$ cat config.mk
export PLATFORM = sky130hd
export DESIGN_NAME = positional_ordered_list_flat
export DESIGN_NICKNAME = d
export VERILOG_FILES = /design/src/pol_pkg.sv /design/src/pol_if.sv /design/src/pol_ram.sv /design/src/pol_ctrl.sv /design/src/positional_ordered_list.sv /design/src/flat_wrapper.sv
export SDC_FILE = /design/constraint.sdc
export NUM_CORES = 2
export LEC_CHECK = 0
export CAP_MARGIN = 20
export CORE_MARGIN = 4
export CORE_UTILIZATION = 55
export DETAILED_ROUTE_END_ITERATION = 10
export DONT_BUFFER_PORTS = 1
export PLACE_DENSITY = 0.7
export REMOVE_ABC_BUFFERS = 1
export SYNTH_ARGS = -nofsm -noshare
export SYNTH_HDL_FRONTEND = slang
export SYNTH_SLANG_ARGS = --single-unit
$ cat constraint.sdc
create_clock -name clk -period 11.4 [get_ports clk]
set_input_delay 0.57 -clock clk [delete_from_list [all_inputs] [get_ports clk]]
set_output_delay 0.57 -clock clk [all_outputs]
set_load 0.01 [all_outputs]
$ cat src/pol_pkg.sv
// Package with the types, codes and sizes shared by the positional ordered list.
`timescale 1ns / 1ps
`default_nettype none
package pol_pkg;

	// Capacity of the list and the widths that follow from it.
	localparam int CAPACITY = 64;
	localparam int IDX_W    = $clog2(CAPACITY);
	localparam int CNT_W    = $clog2(CAPACITY + 1);
	localparam int POS_W    = 7;
	localparam int CMP_W    = ((CNT_W > POS_W) ? CNT_W : POS_W) + 1;
	localparam int DATA_W   = 32;

	// Action codes of an input item.
	typedef enum logic [1:0] {
		ACT_INSERT = 2'd0,
		ACT_DELETE = 2'd1,
		ACT_GET    = 2'd2,
		ACT_LOCATE = 2'd3
	} action_t;

	// Status codes of a result item.
	typedef enum logic [1:0] {
		ST_OK        = 2'd0,
		ST_BAD_POS   = 2'd1,
		ST_FULL      = 2'd2,
		ST_NOT_FOUND = 2'd3
	} status_t;

	// One result as it passes from the sequencer to the output register.
	typedef struct packed {
		status_t                    status;
		logic signed [DATA_W-1:0]   read_value;
		logic        [POS_W-1:0]    found_position;
		logic        [POS_W-1:0]    list_length;
	} result_t;

	// Sequencer states, one-hot.
	typedef enum logic [2:0] {
		S_IDLE = 3'b001,
		S_WALK = 3'b010,
		S_DONE = 3'b100
	} state_t;

endpackage
`default_nettype wire

$ cat src/pol_if.sv
// Handshake interfaces for the request and result channels.
`timescale 1ns / 1ps
`default_nettype none
interface pol_req_if;
	import pol_pkg::*;

	logic                     valid;
	logic                     ready;
	logic        [1:0]        action;
	logic        [POS_W-1:0]  position;
	logic signed [DATA_W-1:0] item_value;

	modport source (output valid, output action, output position, output item_value,
		input ready);
	modport sink (input valid, input action, input position, input item_value,
		output ready);
endinterface

interface pol_rsp_if;
	import pol_pkg::*;

	logic                     valid;
	logic                     ready;
	logic        [1:0]        status;
	logic signed [DATA_W-1:0] read_value;
	logic        [POS_W-1:0]  found_position;
	logic        [POS_W-1:0]  list_length;

	modport source (output valid, output status, output read_value,
		output found_position, output list_length, input ready);
	modport sink (input valid, input status, input read_value,
		input found_position, input list_length, output ready);
endinterface
`default_nettype wire

$ cat src/pol_ram.sv
// Simple dual-port RAM: one write port, one registered read port.
`timescale 1ns / 1ps
`default_nettype none
module pol_ram #(
	parameter int DEPTH = 64,
	parameter int WIDTH = 32
) (
	input  wire logic                     clk,
	input  wire logic                     we,
	input  wire logic [$clog2(DEPTH)-1:0] waddr,
	input  wire logic [WIDTH-1:0]         wdata,
	input  wire logic                     re,
	input  wire logic [$clog2(DEPTH)-1:0] raddr,
	output      logic [WIDTH-1:0]         rdata
);

	logic [WIDTH-1:0] mem_q [DEPTH];

	// Write port.
	always_ff @(posedge clk) begin
		if (we) begin
			mem_q[waddr] <= wdata;
		end
	end

	// Registered read port.
	always_ff @(posedge clk) begin
		if (re) begin
			rdata <= mem_q[raddr];
		end
	end

endmodule
`default_nettype wire

$ cat src/pol_ctrl.sv
// Sequencer that checks each request and walks the element memory to serve those that pass.
`timescale 1ns / 1ps
`default_nettype none
module pol_ctrl (
	input  wire logic                    clk,
	input  wire logic                    arst_n,
	input  wire logic                    req_valid,
	output      logic                    req_ready,
	input  wire logic [1:0]              req_action,
	input  wire logic [pol_pkg::POS_W-1:0]  req_position,
	input  wire logic [pol_pkg::DATA_W-1:0] req_item_value,
	output      logic                    res_valid,
	input  wire logic                    res_ready,
	output      pol_pkg::result_t        res
);
	import pol_pkg::*;

	state_t              state_q;
	action_t             act_q;
	logic [DATA_W-1:0]   val_q;
	logic [IDX_W-1:0]    ins_idx_q;
	logic [CNT_W-1:0]    cnt_q;
	logic [IDX_W-1:0]    ptr_q;
	logic [CNT_W-1:0]    rem_q;
	status_t             status_q;
	logic [DATA_W-1:0]   readv_q;
	logic [CNT_W-1:0]    found_q;
	logic                pend_s1;
	logic [IDX_W-1:0]    addr_s1;

	logic [CMP_W-1:0]    pos_w;
	logic [CMP_W-1:0]    cnt_w;
	logic [CMP_W-1:0]    pm1_w;
	logic                take;
	logic                take_walk;
	status_t             take_status;
	logic [IDX_W-1:0]    take_ptr;
	logic [CNT_W-1:0]    take_rem;
	logic                issue;
	logic                match;
	logic                walk_end;
	logic                ram_we;
	logic [IDX_W-1:0]    ram_waddr;
	logic [DATA_W-1:0]   ram_wdata;
	logic [DATA_W-1:0]   ram_rdata;
	logic [CMP_W-1:0]    found_w;
	logic [CMP_W-1:0]    len_w;

	pol_ram #(
		.DEPTH (CAPACITY),
		.WIDTH (DATA_W)
	) u_ram (
		.clk   (clk),
		.we    (ram_we),
		.waddr (ram_waddr),
		.wdata (ram_wdata),
		.re    (issue),
		.raddr (ptr_q),
		.rdata (ram_rdata)
	);

	// Widened copies of position and length for the range checks.
	assign pos_w = CMP_W'(req_position);
	assign cnt_w = CMP_W'(cnt_q);
	assign pm1_w = pos_w - 1'b1;
	assign take  = req_valid && req_ready;

	assign req_ready = (state_q == S_IDLE);

	// Request decode: initial status, whether a walk is needed, and where it starts.
	always_comb begin
		take_walk   = 1'b0;
		take_status = ST_OK;
		take_ptr    = '0;
		take_rem    = '0;
		case (action_t'(req_action))
			ACT_INSERT: begin
				if ((pos_w == '0) || (pos_w > cnt_w + 1'b1)) begin
					take_status = ST_BAD_POS;
				end else if (cnt_w == CMP_W'(CAPACITY)) begin
					take_status = ST_FULL;
				end else begin
					take_walk = 1'b1;
				end
				take_ptr = IDX_W'(cnt_q - 1'b1);
				take_rem = CNT_W'(cnt_w - pm1_w);
			end
			ACT_DELETE: begin
				if ((pos_w == '0) || (pos_w > cnt_w)) begin
					take_status = ST_BAD_POS;
				end else begin
					take_walk = 1'b1;
				end
				take_ptr = IDX_W'(pos_w);
				take_rem = CNT_W'(cnt_w - pos_w);
			end
			ACT_GET: begin
				if ((pos_w == '0) || (pos_w > cnt_w)) begin
					take_status = ST_BAD_POS;
				end else begin
					take_walk = 1'b1;
				end
				take_ptr = IDX_W'(pm1_w);
				take_rem = CNT_W'(1);
			end
			default: begin
				take_status = ST_NOT_FOUND;
				take_walk   = 1'b1;
				take_rem    = cnt_q;
			end
		endcase
	end

	// Walk control: a read goes out while entries remain and no match has been seen.
	assign match    = (state_q == S_WALK) && pend_s1 && (act_q == ACT_LOCATE)
		&& (ram_rdata == val_q);
	assign issue    = (state_q == S_WALK) && (rem_q != '0) && !match;
	assign walk_end = (state_q == S_WALK) && (((rem_q == '0) && !pend_s1) || match);

	// Write port: shifted entries while walking, the new value at the end of an insert.
	always_comb begin
		ram_we    = 1'b0;
		ram_waddr = addr_s1;
		ram_wdata = ram_rdata;
		if ((state_q == S_WALK) && pend_s1) begin
			case (act_q)
				ACT_INSERT: begin
					ram_we    = 1'b1;
					ram_waddr = addr_s1 + 1'b1;
				end
				ACT_DELETE: begin
					ram_we    = 1'b1;
					ram_waddr = addr_s1 - 1'b1;
				end
				default: begin
					ram_we = 1'b0;
				end
			endcase
		end else if (walk_end && (act_q == ACT_INSERT)) begin
			ram_we    = 1'b1;
			ram_waddr = ins_idx_q;
			ram_wdata = val_q;
		end
	end

	// Control state.
	always_ff @(posedge clk or negedge arst_n) begin
		if (!arst_n) begin
			state_q <= S_IDLE;
			cnt_q   <= '0;
			pend_s1 <= 1'b0;
		end else begin
			case (state_q)
				S_IDLE: begin
					pend_s1 <= 1'b0;
					if (take) begin
						state_q <= take_walk ? S_WALK : S_DONE;
					end
				end
				S_WALK: begin
					pend_s1 <= issue;
					if (walk_end) begin
						state_q <= S_DONE;
						case (act_q)
							ACT_INSERT: cnt_q <= cnt_q + 1'b1;
							ACT_DELETE: cnt_q <= cnt_q - 1'b1;
							default:    cnt_q <= cnt_q;
						endcase
					end
				end
				S_DONE: begin
					pend_s1 <= 1'b0;
					if (res_ready) begin
						state_q <= S_IDLE;
					end
				end
				default: begin
					state_q <= S_IDLE;
					pend_s1 <= 1'b0;
				end
			endcase
		end
	end

	// Request capture, walk pointers and the result fields.
	always_ff @(posedge clk) begin
		if (take) begin
			act_q     <= action_t'(req_action);
			val_q     <= req_item_value;
			ins_idx_q <= IDX_W'(pm1_w);
			readv_q   <= '0;
			found_q   <= '0;
			status_q  <= take_status;
			ptr_q     <= take_ptr;
			rem_q     <= take_rem;
		end else if (state_q == S_WALK) begin
			if (issue) begin
				rem_q   <= rem_q - 1'b1;
				addr_s1 <= ptr_q;
				if (act_q == ACT_INSERT) begin
					ptr_q <= ptr_q - 1'b1;
				end else begin
					ptr_q <= ptr_q + 1'b1;
				end
			end
			if (pend_s1 && (act_q == ACT_GET)) begin
				readv_q <= ram_rdata;
			end
			if (match) begin
				status_q <= ST_OK;
				found_q  <= CNT_W'(addr_s1) + 1'b1;
			end
		end
	end

	// Result towards the output register.
	assign found_w            = CMP_W'(found_q);
	assign len_w              = CMP_W'(cnt_q);
	assign res_valid          = (state_q == S_DONE);
	assign res.status         = status_q;
	assign res.read_value     = readv_q;
	assign res.found_position = found_w[POS_W-1:0];
	assign res.list_length    = len_w[POS_W-1:0];

endmodule
`default_nettype wire

$ cat src/positional_ordered_list.sv
// Positional ordered list: top level with the output register.
// A rejected request goes from idle straight to the done state; insert, delete, get and locate
// first walk the element memory (a locate stops at its first hit), and every result then passes
// through the output register. Throughput: one request at a time; the walk reads one entry per
// cycle through the single read port of the element memory, so the entries walked set it.
// Reset: arst_n empties the list at once; the memory needs no clearing pass.
`timescale 1ns / 1ps
`default_nettype none
module positional_ordered_list (
	input  wire logic clk,
	input  wire logic arst_n,
	pol_req_if.sink   req,
	pol_rsp_if.source rsp
);
	import pol_pkg::*;

	logic    res_valid;
	logic    res_ready;
	result_t res;
	logic    out_valid_q;
	result_t out_q;

	pol_ctrl u_ctrl (
		.clk            (clk),
		.arst_n         (arst_n),
		.req_valid      (req.valid),
		.req_ready      (req.ready),
		.req_action     (req.action),
		.req_position   (req.position),
		.req_item_value (req.item_value),
		.res_valid      (res_valid),
		.res_ready      (res_ready),
		.res            (res)
	);

	// The output register takes a new result when empty or being drained.
	assign res_ready = !out_valid_q || rsp.ready;

	always_ff @(posedge clk or negedge arst_n) begin
		if (!arst_n) begin
			out_valid_q <= 1'b0;
		end else if (res_ready) begin
			out_valid_q <= res_valid;
		end
	end

	always_ff @(posedge clk) begin
		if (res_ready && res_valid) begin
			out_q <= res;
		end
	end

	// Result channel.
	assign rsp.valid          = out_valid_q;
	assign rsp.status         = out_q.status;
	assign rsp.read_value     = out_q.read_value;
	assign rsp.found_position = out_q.found_position;
	assign rsp.list_length    = out_q.list_length;

endmodule
`default_nettype wire
$ cat src/flat_wrapper.sv
// flat-port wrapper written by rule: the top's interface ports become plain ports
module positional_ordered_list_flat import pol_pkg::*;
  (clk, arst_n, req_valid, req_action, req_position, req_item_value, req_ready, rsp_valid, rsp_status, rsp_read_value, rsp_found_position, rsp_list_length, rsp_ready);
  pol_req_if req_i ();
  pol_rsp_if rsp_i ();
  input  wire logic clk;
  input  wire logic arst_n;
  input wire logic [$bits(req_i.valid)-1:0] req_valid;
  input wire logic [$bits(req_i.action)-1:0] req_action;
  input wire logic [$bits(req_i.position)-1:0] req_position;
  input wire logic [$bits(req_i.item_value)-1:0] req_item_value;
  output wire logic [$bits(req_i.ready)-1:0] req_ready;
  output wire logic [$bits(rsp_i.valid)-1:0] rsp_valid;
  output wire logic [$bits(rsp_i.status)-1:0] rsp_status;
  output wire logic [$bits(rsp_i.read_value)-1:0] rsp_read_value;
  output wire logic [$bits(rsp_i.found_position)-1:0] rsp_found_position;
  output wire logic [$bits(rsp_i.list_length)-1:0] rsp_list_length;
  input wire logic [$bits(rsp_i.ready)-1:0] rsp_ready;
  assign req_i.valid = req_valid;
  assign req_i.action = req_action;
  assign req_i.position = req_position;
  assign req_i.item_value = req_item_value;
  assign req_ready = req_i.ready;
  assign rsp_valid = rsp_i.valid;
  assign rsp_status = rsp_i.status;
  assign rsp_read_value = rsp_i.read_value;
  assign rsp_found_position = rsp_i.found_position;
  assign rsp_list_length = rsp_i.list_length;
  assign rsp_i.ready = rsp_ready;
  positional_ordered_list u_core (.clk(clk), .arst_n(arst_n), .req(req_i), .rsp(rsp_i));
endmodule
==> qor.csv <==
stage,metric,value,unit
logic_synthesis,yosysMostFrequentCell,edfxtp_1,
route,drc,0,
setup_path,r2r_slack,6.03,ns
timing,holdWs,0.07543,ns
timing,rsz0062_at_grt,false,
floorplan,num_rows,145,
place,gp_congestion,0.8846,
route,vias,41530,
timing,finalSetupViolations,0,
logic_synthesis,ys_top_cells_by_area,"edfxtp_1 (76%), mux4_2 (17%), dfxtp_1 (0.90%)",
logic_synthesis,syn_area,0.08700,mm2
setup_path,crit_path_max_fanout,22,
grt,grt_use_total,0.2672,
logic_synthesis,synthMuxAreaShare,0.1787,
route,antenna_left,0,
clock_tree,tritoncts,yes,
logic_synthesis,synth-seq-cells,2240,
power_and_ir_drop,combinationalPowerShare,0.190,
logic_synthesis,synth_xor_area_frac,0.007249,
floorplan,fp.dieW,405.7,um
clock_tree,cts_resized,0,
logic_synthesis,ys_top_cells_by_count,"edfxtp_1 (2189), mux4_2 (669), clkbuf_1 (129)",
clock_tree,numCtsBuffers,207,
place,place_area,0.09029,mm2
cells_and_area,nNetsFinal,4052,
power_and_ir_drop,p_sw,0.004948,W
grt,grt_pass1_wl,308100,um
timing,skew,0.02120,ns
logic_synthesis,yosys.area_share.adder,0.006386,
setup_path,crit_path_end_kind,flop,
logic_synthesis,synth-simple-area-share,0.01665,
setup_path,worstPathArrival,5.83,ns
floorplan,die-area,0.1646,mm2
cells_and_area,final_cells,6194,
logic_synthesis,synthFlopType,edfxtp_1,
power_and_ir_drop,design_power_total,0.01970,W
logic_synthesis,yosys_warnings,0,
timing,hold_viol,0,
clock_tree,cts_hold_buf,39,
cells_and_area,fin_util,0.6233,
logic_synthesis,netlist_instances,3745,
floorplan,dieHeight,405.7,um
route,avgViaCountPerCell,6.705,
grt,first_global_vias,40560,
setup_path,crit_family,simple AND/OR/NAND/NOR gates,
route,wirelength,216400,um
timing,max_slew_margin,0.2306,
route,firstDrtPassIters,8,
clock_tree,clock-sinks,2240,
setup_path,startpoint_type,flop,
setup_path,crit_type,flop to flop,
clock_tree,htreeDepth,4,
setup_path,critPathMaxStageDelay,0.81,ns
logic_synthesis,synth_top_family_by_area,multiplexers,
logic_synthesis,async_reset_ff_frac,0.005357,
logic_synthesis,synth_compound_area_frac,0.01234,
grt,grt_overflow_total,0,
setup_path,worst_ep_required_time,11.86,ns
power_and_ir_drop,leakagePower,30.30,nW
clock_tree,root_buffer,clkbuf_16,
clock_tree,worstSkewPairLatency,0.83,ns
timing,post-route-period-util,0.4709,
timing,worst_pin_slew,1.154,ns
power_and_ir_drop,p_clk_frac,0.337,
timing,drv_slew,0,
cells_and_area,area_growth,12.30,%
floorplan,initial_core_util,0.5550,
clock_tree,ctsLongestPathBuffers,3,
power_and_ir_drop,internal-power,0.01476,W
route,drt_iter0_drc,6693,
clock_tree,clk_pin_slew_worst_paths,0.06,ns
outcome,outcome,"finished, final reports clean",
place,dp_hpwl,119800,um
cells_and_area,drive_above_1_share,0.2981,
logic_synthesis,ys_types,78,
setup_path,slowest_stage,nor3_4,
place,dp_cells,5745,
logic_synthesis,synth_edf_count,2189,
timing,fin_crit,5.369,ns
setup_path,critPathBufInv,2,
power_and_ir_drop,seqPwrFrac,0.473,
route,wl_per_cell,34.94,um
run,cap_violations,0,
grt,grt_start_max_net_pins,137,
logic_synthesis,yosysTopAreaCell,edfxtp_1,
logic_synthesis,syn_area_per_cell,23.23,um2
floorplan,pin_count,95,
power_and_ir_drop,p_sw_frac,0.2511,
grt,antenna_found_initial,11,
place,port_buffers,0,
clock_tree,postCtsSetupBuffers,0,
logic_synthesis,yosysSeqAreaShare,0.7680,
power_and_ir_drop,power_density,201.7,mW/mm2
setup_path,crit_chain,inv_1 -> nor2_1 -> ha_1 -> a211oi_1 -> o21bai_1 -> a21oi_1 -> mux2i_1 -> nor3_1 -> or3_1 -> nor3_4 -> buf_4,
min_path,hold_class,primary input to flop,
floorplan,coreArea,0.1568,mm2
cells_and_area,stdcell_area,0.09769,mm2
timing,fmax,186.3,MHz
power_and_ir_drop,ir_drop,0.0001541,V
logic_synthesis,yosysTopAreaCellShare,0.7556,
-- path summary, 6_finish.rpt --
kind                                     startpoint                                to  depth (start not counted)
hold reg to reg            u_core.u_ctrl.readv_q[1]          u_core.rsp.read_value[1]                          0
setup reg to reg             u_core.u_ctrl.act_q[0]  u_core.u_ctrl.u_ram.mem_q[13][2]                         11
setup / recovery             u_core.u_ctrl.act_q[0]  u_core.u_ctrl.u_ram.mem_q[13][2]                         11
min in group asynchronous                    arst_n            u_core.u_ctrl.cnt_q[5]                          1
max in group asynchronous                    arst_n            u_core.u_ctrl.cnt_q[6]                          1
hold / removal                      req_position[4]        u_core.u_ctrl.ins_idx_q[4]                          1
-- worst register-to-register path, delay by kind of cell, from the launching register on --
family                     cells  cell delay [ns]
buffers and inverters          2             0.78
adders and majority gates      1             0.39
and+or+nand+nor                4             2.41
muxes                          1             0.39
AOI/OAI and AO/OA              3             0.51
DFF                            1             0.49
-- area by class of cell --
class                      instances  area [um2]
antenna                            3       7.507
timing repair buffer             201        2082
fill                           10300       59060
sequential                      2240       66820
clock inverter                   112       974.7
tap                             2058        2575
multi-input combinational       1278       19650
inverter                          37       141.4
clock buffer                     265        5450
-- cell families (layout without fill, tap and decap cells) --
| kind of cell | count (synthesis) | after routing |
|---|---|---|
| compound gates | 166 | 166 |
| xor+xnor | 72 | 72 |
| fa+ha+maj | 42 | 42 |
| buf+inv | 227 | 615 |
| flops | 2240 | 2240 |
| mux | 712 | 712 |
| other cells | 0 | 3 |
| simple gates | 286 | 286 |
-- layout by cell type, fill, tap and decap left out, drive strengths merged, types with 5 or more instances in the layout --
| cell type | synthesis | final |
|---|---|---|
| or3 | 7 | 7 |
| and2 | 6 | 6 |
| or2 | 5 | 5 |
| clkinvlp | 0 | 5 |
| xor2 | 20 | 20 |
| mux4 | 669 | 669 |
| buf | 60 | 162 |
| dfxtp | 39 | 39 |
| ha | 38 | 38 |
| o31ai | 5 | 5 |
| nor2b | 10 | 10 |
| a21o | 9 | 9 |
| nand2 | 101 | 101 |
| o21ai | 33 | 33 |
| clkbuf | 130 | 265 |
| mux2 | 38 | 38 |
| inv | 36 | 40 |
| nor2 | 46 | 46 |
| bufinv | 0 | 16 |
| a21oi | 56 | 56 |
| and3 | 6 | 6 |
| nor3 | 37 | 37 |
| o21a | 7 | 7 |
| dlygate4sd3 | 0 | 39 |
| nand2b | 9 | 9 |
| mux2i | 5 | 5 |
| o22ai | 9 | 9 |
| nor4 | 12 | 12 |
| clkinv | 1 | 88 |
| dfrtp | 11 | 11 |
| xnor2 | 52 | 52 |
| nand3 | 25 | 25 |
| edfxtp | 2189 | 2189 |
| nand4 | 9 | 9 |
-- stage by stage --
| step | setup slack (ns) | TNS, ns |
|---|---|---|
| after floorplan | -10.81 | -391.13 |
| after global placement | 6.102 | 0 |
| after detailed placement | 6.081 | 0 |
| after CTS | 6.061 | 0 |
| after global routing | 5.768 | 0 |
| final | 6.031 | 0 |
-- routing by layer --
metal,share of wire,vias to the layer above,track usage
met5,0.00085,-,0.006542
met4,0.023,8,0.06571
met3,0.12,296,0.07026
met2,0.47,2559,0.4072
met1,0.38,22250,0.3937
li1,-,16420,-
-- state kept, by name (all words and copies together), names as in the netlist, 6 cells and up --
register                   flops
u_core.u_ctrl.val_q           32
u_core.u_ctrl.addr_s1          6
u_core.rsp.found_position      7
u_core.u_ctrl.found_q          7
u_core.u_ctrl.u_ram.mem_q   2048
u_core.u_ctrl.ptr_q            6
u_core.u_ctrl.u_ram.rdata     32
u_core.u_ctrl.rem_q            7
u_core.u_ctrl.cnt_q            7
u_core.u_ctrl.readv_q         32
u_core.rsp.read_value         32
u_core.u_ctrl.ins_idx_q        6
u_core.rsp.list_length         7
-- power by group through the flow --
stage	sequential [W]	clock (W)	combinational [W]
final	0.00932	0.00663	0.00375
after global routing	0.00932	0.00708	0.00396
after CTS	0.00932	0.00671	0.00375
after detailed placement	0.00950	0	0.00372
after global placement	0.00950	0	0.00369
after floorplan	0.0100	0	0.00393
Note: power is estimated with default switching activity, not from simulation.
